[config.mk]
export PLATFORM = sky130hd
export DESIGN_NAME = varint_decoder_deframer_core
export DESIGN_NICKNAME = d
export VERILOG_FILES = /design/src/rtl/vdd_pkg.sv /design/src/rtl/vdd_front.sv /design/src/rtl/vdd_queue.sv /design/src/rtl/varint_decoder_deframer_core.sv
export SDC_FILE = /design/constraint.sdc
export NUM_CORES = 1
export LEC_CHECK = 0
export ABC_CLOCK_PERIOD_IN_PS = 9000
export BUFFER_PORTS_ARGS = -buffer_cell sky130_fd_sc_hd__buf_2
export CAP_MARGIN = 10
export CORE_ASPECT_RATIO = 0.8
export CORE_UTILIZATION = 45
export CTS_CLUSTER_SIZE = 8
export DETAILED_ROUTE_END_ITERATION = 7
export HOLD_SLACK_MARGIN = 0.05
export PLACE_DENSITY = 0.74
export SYNTH_ARGS = -nofsm -noshare
export SYNTH_HDL_FRONTEND = slang
export SYNTH_SLANG_ARGS = --single-unit
export TNS_END_PERCENT = 5
[constraint.sdc]
create_clock -name clock -period 9 [get_ports clock]
set_input_delay 0.45 -clock clock [delete_from_list [all_inputs] [get_ports clock]]
set_output_delay 0.45 -clock clock [all_outputs]
set_load 0.005 [all_outputs]
[src/rtl/vdd_pkg.sv]
// Shared types and constants of the LEB128 varint decoder and deframer.
// Used by the front decoder, the result queue and the top level.
`timescale 1ns / 1ps
package vdd_pkg;

   localparam logic [1:0] MODE_V32 = 2'd0;
   localparam logic [1:0] MODE_V64 = 2'd1;
   localparam logic [1:0] MODE_LEN = 2'd2;

   localparam logic [1:0] KIND_VALUE    = 2'd0;
   localparam logic [1:0] KIND_PAYLOAD  = 2'd1;
   localparam logic [1:0] KIND_TRUNC    = 2'd2;
   localparam logic [1:0] KIND_OVERLONG = 2'd3;

   localparam logic [3:0] LIMIT_NARROW = 4'd5;
   localparam logic [3:0] LIMIT_WIDE   = 4'd10;
   localparam logic [3:0] LAST_SHIFT_COUNT = 4'd9;

   localparam int QUEUE_DEPTH = 4;
   localparam int QPTR_W = $clog2(QUEUE_DEPTH);
   localparam int QCNT_W = QPTR_W + 1;

   localparam int CSR_ADDR_W = 3;
   localparam logic CSR_IDX_MODE = 1'b0;

   typedef enum logic [2:0] {
      PH_VARINT  = 3'b001,
      PH_PAYLOAD = 3'b010,
      PH_SKIP    = 3'b100
   } phase_type;

   typedef struct packed {
      logic [1:0]  kind;
      logic [63:0] value;
      logic        last;
   } result_type;

   typedef struct packed {
      logic [1:0] count;
      result_type r0;
      result_type r1;
   } push_type;

endpackage

[src/rtl/vdd_front.sv]
// Front decoder: accepts bytes, runs the varint and payload state, and
// pushes zero, one or two results per request. Depends on vdd_pkg.
`timescale 1ns / 1ps
module vdd_front (
   input  logic              clock,
   input  logic              reset,
   input  logic [1:0]        mode,
   input  logic              in_valid,
   output logic              in_ready,
   input  logic [7:0]        in_byte,
   input  logic              in_end,
   input  logic              space_ok,
   output vdd_pkg::push_type push
);

   logic [63:0]        acc_ff, acc_in;
   logic [3:0]         cnt_ff, cnt_in;
   vdd_pkg::phase_type phase_ff, phase_in;
   logic [31:0]        rem_ff, rem_in;

   logic        accept;
   logic        wide;
   logic [3:0]  limit;
   logic [6:0]  shift;
   logic [63:0] shifted;
   logic [63:0] acc_new;
   logic [3:0]  cnt_inc;
   logic        pay_last;

   assign in_ready = space_ok;
   assign accept   = in_valid & space_ok;
   assign wide     = (mode == vdd_pkg::MODE_V64);
   assign limit    = wide ? vdd_pkg::LIMIT_WIDE : vdd_pkg::LIMIT_NARROW;
   assign shift    = ({3'b000, cnt_ff} << 3) - {3'b000, cnt_ff};
   assign cnt_inc  = cnt_ff + 4'd1;
   assign pay_last = (rem_ff <= 32'd1);

   always_comb begin
      shifted = '0;
      if (cnt_ff <= vdd_pkg::LAST_SHIFT_COUNT) begin
         shifted = {57'd0, in_byte[6:0]} << shift;
      end
      acc_new = acc_ff | shifted;
      if (!wide) begin
         acc_new[63:32] = 32'd0;
      end
   end

   always_comb begin
      acc_in   = acc_ff;
      cnt_in   = cnt_ff;
      phase_in = phase_ff;
      rem_in   = rem_ff;
      push     = '0;
      if (accept) begin
         case (phase_ff)
            vdd_pkg::PH_SKIP: begin
               if (in_end) begin
                  acc_in   = '0;
                  cnt_in   = '0;
                  phase_in = vdd_pkg::PH_VARINT;
               end
            end
            vdd_pkg::PH_PAYLOAD: begin
               push.count    = 2'd1;
               push.r0.kind  = vdd_pkg::KIND_PAYLOAD;
               push.r0.value = {56'd0, in_byte};
               push.r0.last  = pay_last;
               if (pay_last) begin
                  rem_in   = '0;
                  acc_in   = '0;
                  cnt_in   = '0;
                  phase_in = vdd_pkg::PH_VARINT;
               end else begin
                  rem_in = rem_ff - 32'd1;
                  if (in_end) begin
                     push.count   = 2'd2;
                     push.r1.kind = vdd_pkg::KIND_TRUNC;
                     rem_in       = '0;
                     acc_in       = '0;
                     cnt_in       = '0;
                     phase_in     = vdd_pkg::PH_VARINT;
                  end
               end
            end
            default: begin
               if (!in_byte[7]) begin
                  push.count    = 2'd1;
                  push.r0.kind  = vdd_pkg::KIND_VALUE;
                  push.r0.value = acc_new;
                  acc_in        = '0;
                  cnt_in        = '0;
                  phase_in      = vdd_pkg::PH_VARINT;
                  if ((mode == vdd_pkg::MODE_LEN) && (acc_new != 64'd0)) begin
                     if (in_end) begin
                        push.count   = 2'd2;
                        push.r1.kind = vdd_pkg::KIND_TRUNC;
                     end else begin
                        rem_in   = acc_new[31:0];
                        phase_in = vdd_pkg::PH_PAYLOAD;
                     end
                  end
               end else if ((cnt_inc >= limit) || (cnt_inc == 4'd0)) begin
                  push.count   = 2'd1;
                  push.r0.kind = vdd_pkg::KIND_OVERLONG;
                  acc_in       = '0;
                  cnt_in       = '0;
                  phase_in     = in_end ? vdd_pkg::PH_VARINT : vdd_pkg::PH_SKIP;
               end else if (in_end) begin
                  push.count   = 2'd1;
                  push.r0.kind = vdd_pkg::KIND_TRUNC;
                  acc_in       = '0;
                  cnt_in       = '0;
                  phase_in     = vdd_pkg::PH_VARINT;
               end else begin
                  acc_in = acc_new;
                  cnt_in = cnt_inc;
               end
            end
         endcase
      end
   end

   always_ff @(posedge clock) begin
      if (reset) begin
         acc_ff   <= '0;
         cnt_ff   <= '0;
         phase_ff <= vdd_pkg::PH_VARINT;
         rem_ff   <= '0;
      end else begin
         acc_ff   <= acc_in;
         cnt_ff   <= cnt_in;
         phase_ff <= phase_in;
         rem_ff   <= rem_in;
      end
   end

endmodule

[src/rtl/vdd_queue.sv]
// Result queue: takes up to two results per cycle from the front decoder
// and hands them out one at a time. Depends on vdd_pkg.
`timescale 1ns / 1ps
module vdd_queue (
   input  logic                clock,
   input  logic                reset,
   input  vdd_pkg::push_type   push,
   output logic                space_ok,
   output logic                out_valid,
   input  logic                out_ready,
   output vdd_pkg::result_type out_item
);

   vdd_pkg::result_type        q_ff [vdd_pkg::QUEUE_DEPTH];
   logic [vdd_pkg::QPTR_W-1:0] wr_ff, wr_in;
   logic [vdd_pkg::QPTR_W-1:0] rd_ff, rd_in;
   logic [vdd_pkg::QCNT_W-1:0] cnt_ff, cnt_in;
   logic [vdd_pkg::QPTR_W-1:0] wr_next;
   logic                       pop;

   assign out_valid = (cnt_ff != '0);
   assign out_item  = q_ff[rd_ff];
   assign pop       = out_valid & out_ready;
   assign space_ok  = (cnt_ff <= vdd_pkg::QCNT_W'(vdd_pkg::QUEUE_DEPTH - 2));
   assign wr_next   = wr_ff + vdd_pkg::QPTR_W'(1);

   always_comb begin
      wr_in  = wr_ff + vdd_pkg::QPTR_W'(push.count);
      rd_in  = pop ? rd_ff + vdd_pkg::QPTR_W'(1) : rd_ff;
      cnt_in = cnt_ff + vdd_pkg::QCNT_W'(push.count) - vdd_pkg::QCNT_W'(pop);
   end

   always_ff @(posedge clock) begin
      if (push.count != 2'd0) begin
         q_ff[wr_ff] <= push.r0;
      end
      if (push.count == 2'd2) begin
         q_ff[wr_next] <= push.r1;
      end
   end

   always_ff @(posedge clock) begin
      if (reset) begin
         wr_ff  <= '0;
         rd_ff  <= '0;
         cnt_ff <= '0;
      end else begin
         wr_ff  <= wr_in;
         rd_ff  <= rd_in;
         cnt_ff <= cnt_in;
      end
   end

endmodule

[src/rtl/varint_decoder_deframer_core.sv]
// Top level of the LEB128 varint decoder and length-prefixed deframer.
// Holds the mode register and joins vdd_front to vdd_queue; uses vdd_pkg.
//
//   Group  Direction  Contents
//   req    in         tdata[7:0] data_byte, tlast buffer_end
//   rsp    out        tdata[63:0] decoded_value, tuser[1:0] result_kind,
//                     tlast payload_last
//   csr    in/out     APB, decode_mode at byte address 0
//
// One request is taken per cycle while the queue has room; a request that yields
// two results hands them out one at a time. Results pass through a four-entry queue, so a request
// is taken whenever at least two entries are free. Reset clears the decode
// state, the queue and decode_mode. A stalled output backs up the queue and
// then lowers req_tready; the decoder itself never stalls.
`timescale 1ns / 1ps
module varint_decoder_deframer_core (
   input  logic                             clock,
   input  logic                             reset,
   input  logic                             req_tvalid,
   output logic                             req_tready,
   input  logic [7:0]                       req_tdata,   // [7:0] data_byte
   input  logic                             req_tlast,
   output logic                             rsp_tvalid,
   input  logic                             rsp_tready,
   output logic [63:0]                      rsp_tdata,   // [63:0] decoded_value
   output logic [1:0]                       rsp_tuser,   // [1:0] result_kind
   output logic                             rsp_tlast,
   input  logic                             csr_psel,
   input  logic                             csr_penable,
   input  logic                             csr_pwrite,
   input  logic [vdd_pkg::CSR_ADDR_W-1:0]   csr_paddr,
   input  logic [31:0]                      csr_pwdata,
   output logic [31:0]                      csr_prdata,
   output logic                             csr_pready
);

   logic [1:0]          mode_ff, mode_in;
   logic                csr_wr;
   logic                space_ok;
   vdd_pkg::push_type   push;
   vdd_pkg::result_type out_item;

   assign csr_pready = 1'b1;
   assign csr_wr     = csr_psel & csr_penable & csr_pwrite & csr_pready;
   assign csr_prdata = (csr_paddr[2] == vdd_pkg::CSR_IDX_MODE) ? {30'd0, mode_ff} : 32'd0;

   always_comb begin
      mode_in = mode_ff;
      if (csr_wr && (csr_paddr[2] == vdd_pkg::CSR_IDX_MODE)) begin
         mode_in = csr_pwdata[1:0];
      end
   end

   always_ff @(posedge clock) begin
      if (reset) begin
         mode_ff <= vdd_pkg::MODE_V32;
      end else begin
         mode_ff <= mode_in;
      end
   end

   vdd_front u_front (
      .clock    (clock),
      .reset    (reset),
      .mode     (mode_ff),
      .in_valid (req_tvalid),
      .in_ready (req_tready),
      .in_byte  (req_tdata),
      .in_end   (req_tlast),
      .space_ok (space_ok),
      .push     (push)
   );

   vdd_queue u_queue (
      .clock     (clock),
      .reset     (reset),
      .push      (push),
      .space_ok  (space_ok),
      .out_valid (rsp_tvalid),
      .out_ready (rsp_tready),
      .out_item  (out_item)
   );

   assign rsp_tdata = out_item.value;
   assign rsp_tuser = out_item.kind;
   assign rsp_tlast = out_item.last;

endmodule

# --- After elaboration in Yosys (flattened, before gate mapping) ---
# Memories as Yosys holds them, arrays and structs flattened. A register that Yosys moved wholly into a read port is not among the register bits.
# Cells that the tools add are included.
word_totals:
  elab_cells: 96
  ramBits: 268
  register_bits: 112
  memories: 1
  input_bits: 51
op_classes:
  reduce_logical: 9
  bitwise_logic: 7
  eq_ne: 7
  mux: 51
  n_lt_le_gt_ge: 4
  shift: 1
  n_addsub: 8
mem_list:
  columns: ["memory", "words", "width", "rd", "rd_ports_with_merged_regs", "write_ports", "line_no", "rtl"]
  rows:
  - ["u_queue.q_ff", 4, 67, 1, 1, 2, "vdd_queue.sv:14", "vdd_pkg::result_type q_ff [vdd_pkg::QUEUE_DEPTH];"]
ops:
  columns: ["op", "count"]
  rows:
  - ["64-bit two-way mux", 7]
  - ["32-bit two-way mux", 6]
  - ["68-bit one-hot mux with 2 select lines", 1]
  - ["64-bit one-hot mux with 2 select lines", 1]
  - ["71-bit two-way mux", 1]
  - ["64-bit bitwise OR", 1]
  - ["32-bit one-hot mux with 2 select lines", 1]
  - ["64-bit nonzero test", 1]
  - ["7-bit by 7-bit left shift with 64-bit output", 1]
  - ["32-bit by 1-bit <= comparator with 1-bit output (second input constant)", 1]
  - ["4-bit two-way mux", 8]
  - ["32-bit by 1-bit subtractor with 32-bit output (second input constant)", 1]
  - ["2-bit two-way mux", 11]
  - ["3-bit two-way mux", 7]
  - ["4-bit one-hot mux with 2 select lines", 1]
  - ["7-bit by 4-bit subtractor with 7-bit output", 1]
  - ["3-bit one-hot mux with 2 select lines", 1]
  - ["1-bit two-way mux", 5]
  - ["5-bit AND reduction", 1]
  - ["2-bit by 1-bit adder with 2-bit output (second input constant)", 2]
  - ["4-bit by 1-bit adder with 4-bit output (second input constant)", 1]
  - ["1-bit bitwise AND", 4]
  - ["2-bit == test (second input constant)", 2]
  - ["4-bit greater-or-equal comparator", 1]
  - ["other kinds (16)", 20]

# --- Longest topological paths before layout ---
depth:
  depth_word: 14
  depth_mapped: 22
  ltp_nobuf: 18

# --- By module ---
# A second synthesis with hierarchy kept.
hier_totals:
  cells_unflattened: 1834
  hier_area_um2: 21555.7
by_module_without_submodules:
  columns: ["mod", "n_inst", "area_per_inst_um2", "seq_area_each_um2", "cells_each"]
  rows:
  - ["vdd_queue", 1, 13609.3, 8227.9, 701]
  - ["vdd_front", 1, 7593.5, 2062.0, 1089]
  - ["varint_decoder_deframer_core", 1, 352.8, 40.0, 44]

# --- Worst setup path before layout ---
# OpenSTA, ideal clock, no wires.
synth_path:
  kind: "flip-flop to flip-flop"
  from: "register u_front.cnt_ff[1]"
  to: "register u_queue.cnt_ff[2] in the netlist's numbering"
  required_time_ps: 8872
  setup_time_ps: 128
  path_slack_ps: 4043
  path_stages_with_launch: 23
  t_arrival_ps: 4829
  path_buffers: 5
  path_cell_list: "dfxtp_1 -> buf_2 -> clkbuf_1 -> inv_1 -> ha_1 -> buf_4 -> a2111oi_2 -> mux2_2 -> nor3_1 -> buf_2 -> nand3_1 -> o211ai_1 -> a211oi_1 -> nand4_1 -> and4bb_1 -> nor3_1 -> o21ai_4 -> buf_6 -> ha_1 -> fa_1 -> xnor2_1 -> xnor2_1 -> nor2_1"
synth_via:
  elab_chain_cells: 13
synth_lines:
  columns: ["element", "line_no", "rtl"]
  rows:
  - ["start, declared", "vdd_front.sv:17", "logic [3:0] cnt_ff, cnt_in;"]
  - ["start signal, assigned", "vdd_front.sv:132", "cnt_ff <= cnt_in;"]
  - ["7-bit by 4-bit subtractor with 7-bit output", "vdd_front.sv:34", "assign shift = ({3'b000, cnt_ff} << 3) - {3'b000, cnt_ff};"]
  - ["7-bit by 7-bit left shift with 64-bit output", "vdd_front.sv:41", "shifted = {57'd0, in_byte[6:0]} << shift;"]
  - ["64-bit two-way mux", "vdd_front.sv:40", "if (cnt_ff <= vdd_pkg::LAST_SHIFT_COUNT) begin"]
  - ["64-bit bitwise OR", "vdd_front.sv:43", "acc_new = acc_ff | shifted;"]
  - ["32-bit two-way mux", "vdd_front.sv:44", "if (!wide) begin"]
  - ["64-bit nonzero test", "vdd_front.sv:94", "if ((mode == vdd_pkg::MODE_LEN) && (acc_new != 64'd0)) begin"]
  - ["1-bit logical AND", "vdd_front.sv:94", null]
  - ["2-bit two-way mux", "vdd_front.sv:94", null]
  - ["4-bit two-way mux (*)", "vdd_front.sv:87", "if (!in_byte[7]) begin"]
  - ["68-bit one-hot mux with 2 select lines (*)", "vdd_front.sv:56", "case (phase_ff)"]
  - ["71-bit two-way mux (*)", "vdd_front.sv:55", "if (accept) begin"]
  - ["3-bit by 2-bit adder with 3-bit output (*)", "vdd_queue.sv:30", "cnt_in = cnt_ff + vdd_pkg::QCNT_W'(push.count) - vdd_pkg::QCNT_W'(pop);"]
  - ["3-bit by 1-bit subtractor with 3-bit output (*)", "vdd_queue.sv:30", null]
  - ["end signal, assigned", "vdd_queue.sv:50", "cnt_ff <= cnt_in;"]
  - ["end, declared", "vdd_queue.sv:17", "logic [vdd_pkg::QCNT_W-1:0] cnt_ff, cnt_in;"]
# Every way passes the cells marked *; elsewhere a longest branch is shown, timed or not.
# A chain may end at the register's enable or synchronous reset.

# --- Worst setup path in the final report ---
# Ends and elaborated chain as after synthesis.

==> impl_results.md <==
- Avg Inst Size Synth: 8.21 sq um
- Via density: 6.00
- Nets@finish: 2379
- Die area: 43200 sq um
- Final setup TNS: 0 ns
- Worst Path Required: 9.41 ns
- ANT nets after route: 0
- # diodes: 0
- Final Max Slew Viols: 0
- Clock Root Buffer: clkbuf_16
- Worst Clk Skew: 0.0315 ns
- Status: finished, final reports clean
- CP Class: flip-flop to flip-flop
- Final WL: 58600 microns
- Wire length per cell: 20.4 microns
- Netlist cell types: 79
- Worst IR Drop VDD: 0.160 mV
- Worst Path Max Fanout: 23
- DPL Wire Length: 37300 microns
- Vias in the first global route: 16400
- Slew Limit Headroom: 0.173
- GRT Total Usage: 0.268
- Initial antenna violation count: 0
- Met2 routed WL: 27300 microns
- CTS hold repair buffers: 0
- Met3 wire length: 4840 microns
- Num CTS Buffers: 53
- Ys Warns: 0
- Area fraction of the dominant cell type after synthesis: 0.397
- Final worst path period share: 0.740
- # IOs: 153
- Core area: 41800 sq um
- Top_reg_cell synth: dfxtp_1
- WP data arrival: 7.08 ns
- Hold Crit Class: primary input to flip-flop
- Die height: 186 microns
- Clk buf depth: 3
- Clk sinks: 382
- Slowest-stage cell, CP: ha_1
- Max Clock Freq: 150 MHz
- Yosys reg bits: 382
- H-tree levels: 2
- CTS resizes: 0
- Max-Cap Viols: 0
- DRC: 0
- Worst path max stage delay: 0.87 ns
- # rows: 67
- Post-synth EDFFs: 4
- Worst Setup End Kind: flip-flop
- Port Buf Inserts: 89
- Final Hold Vio Count: 0
- Grt total ovfl: 0
- Area leader, netlist: dfxtp_1
- Area growth, synth to finish: 10.4%
- DRC marker count from the first detailed-route iteration: 1723
- Worst-Margin Slew: 1.24 ns
- Clock latency on the worst-skew pair: 0.59 ns
- Synthesized instance count: 2319
- First-pass GRT wire length: 91500 microns
- Highest routed layer: met4
- Initial Util: 0.455
- GPL Wtd Cong: 0.949
- Die width: 232 microns
- Most area-consuming cells after synthesis: dfxtp_1, nand2_1, mux4_2, a21oi_1, nor2_1
- DR vias: 17200
- RSZ-0062 raised after global routing: no
- TritonCTS clock tree: yes
- Post-synthesis sequential area ratio: 0.404
- Clk pin slew, worst setup/hold paths: 0.06 ns
- DRT Pass-1 Iters: 6
- Post-layout min period: 6.66 ns
- Post-layout util: 0.502
- PD cells: 220 nW/um^2
- Netlist area before placement: 19000 sq um
- Critical path startpoint category: flip-flop
- Post-CTS Setup Inserts: 0
- Ys async rst share: 0
- Post-Route M1 WL: 24500 microns
- Final number of setup-violating endpoints: 0
- Largest net degree at the start of global routing: 93
- Crit-path cells: inv_1 > ha_1 > mux2_2 > and3_1 > o32a_1 > a31oi_1 > o221ai_1 > a2111oi_2 > nand4_1 > and4bb_1 > nor3_1 > o21ai_4 > ha_1 > fa_1 > xnor2_1 > xnor2_1 > nor2_1
- Pleak: 7.58 nW
- Layout cells sized above 1: 0.160
-- sequential cells by signal, summed over array words and instances, names as in the netlist, 3 cells and up, named ones only --
signal            flops
u_queue.q_ff        268
u_front.phase_ff      3
u_queue.cnt_ff        3
u_front.cnt_ff        4
u_front.acc_ff       64
u_front.rem_ff       32
-- kinds of logic (layout without fill, tap and decap cells) --
family,Yosys count,count (layout),share of synthesized area
simple gates,980,980,0.217
compound gates,585,585,0.197
flops,382,382,0.404
buf+inv,229,200,0.0587
mux,108,108,0.104
xor+xnor,18,18,0.00867
fa+ha+maj,15,15,0.0101
other cells,2,31,0.000394
-- area by class of cell --
class	instances	area, sq um
clock buffers	57	1350
clock inverters	3	37.5
fillers	3830	20800
inverters	20	75.1
multi-input cells	1737	10500
flip-flops and latches	382	7690
well taps	552	691
repair buffers	120	718
-- critical path: cells and delay by family, from the launching register on --
family | cells | cell delay (ns)
compound gates | 5 | 2.11
fa+ha+maj | 3 | 1.67
simple gates | 5 | 0.98
flops | 1 | 0.74
mux | 1 | 0.44
xor+xnor | 2 | 0.33
buf+inv | 1 | 0.21
-- synthesized netlist by cell type (22+ instances only) --
cell / instances
mux2i_1: 30
mux4_2: 71
o22ai_1: 22
a211oi_1: 39
dfxtp_1: 378
nor2_1: 293
a21oi_2: 80
buf_4: 37
a21oi_1: 274
clkbuf_1: 121
buf_2: 24
nand2_1: 488
nor3_1: 58
o21ai_0: 48
-- report_power, final --
part,switching (mW),leakage [nW],internal (mW)
registers,0.101,3.10,1.80
logic,0.622,3.80,0.357
clock network,0.708,0.683,1.04
total,1.43,7.58,3.20
-- per-layer routing --
metal  global-route usage  vias up
met3               0.0479      129
met1                0.349     8309
met4                0.108        0
met2                0.439      797
met5                    0        -
li1                     -     7987
-- cell usage in the layout (no fill, tap or decap), types with 7 or more instances in the layout --
master       n
a211oi_1    39
a21o_1       8
a21oi_1    274
a21oi_2     80
a22oi_1     20
a31oi_1      9
and2_1      17
buf_2       88
buf_4       29
clkbuf_16   53
conb_1      31
dfxtp_1    376
ha_1        13
inv_1       20
mux2_2       7
mux2i_1     30
mux4_2      71
nand2_1    488
nand2b_1    20
nand3_1     17
nor2_1     288
nor2b_1     14
nor3_1      56
nor4_1      16
o21a_1      10
o21ai_0     48
o22ai_1     22
o32ai_1     10
or2_2        7
or3_1       14
xnor2_1     11
-- metrics by stage --
stage | instances | power, mW | area (sq um) | worst slack, ns | hold WS (ns)
floorplan | 2348 | 2.58 | 19200 | 4.04 | 0.433
global placement | 2811 | 2.87 | 19600 | 2.59 | 0.438
detailed placement | 2811 | 2.90 | 19600 | 2.43 | 0.447
CTS | 2871 | 4.64 | 21000 | 2.39 | 0.0888
global route | 2871 | 4.82 | 21000 | 1.94 | 0.130
finish | 2871 | 4.63 | 21000 | 2.34 | 0.104
-- final timing paths --
| kind | start | to | slack (ns) | cells after the start |
|---|---|---|---|---|
| max | u_front.cnt_ff[1]$_SDFFE_PP0P_ | u_queue.cnt_ff[2]$_SDFF_PP0_ | 2.34 | 17 |
| min reg2reg | u_queue.q_ff[1][27]$_SDFFE_PP0P_ | u_queue.q_ff[1][27]$_SDFFE_PP0P_ | 0.45 | 2 |
| max reg2reg | u_front.cnt_ff[1]$_SDFFE_PP0P_ | u_queue.cnt_ff[2]$_SDFF_PP0_ | 2.34 | 17 |
| min | csr_pwdata[1] | mode_ff[1]$_SDFFE_PP0P_ | 0.10 | 3 |
No activity file was read; power rests on OpenSTA's default activity.
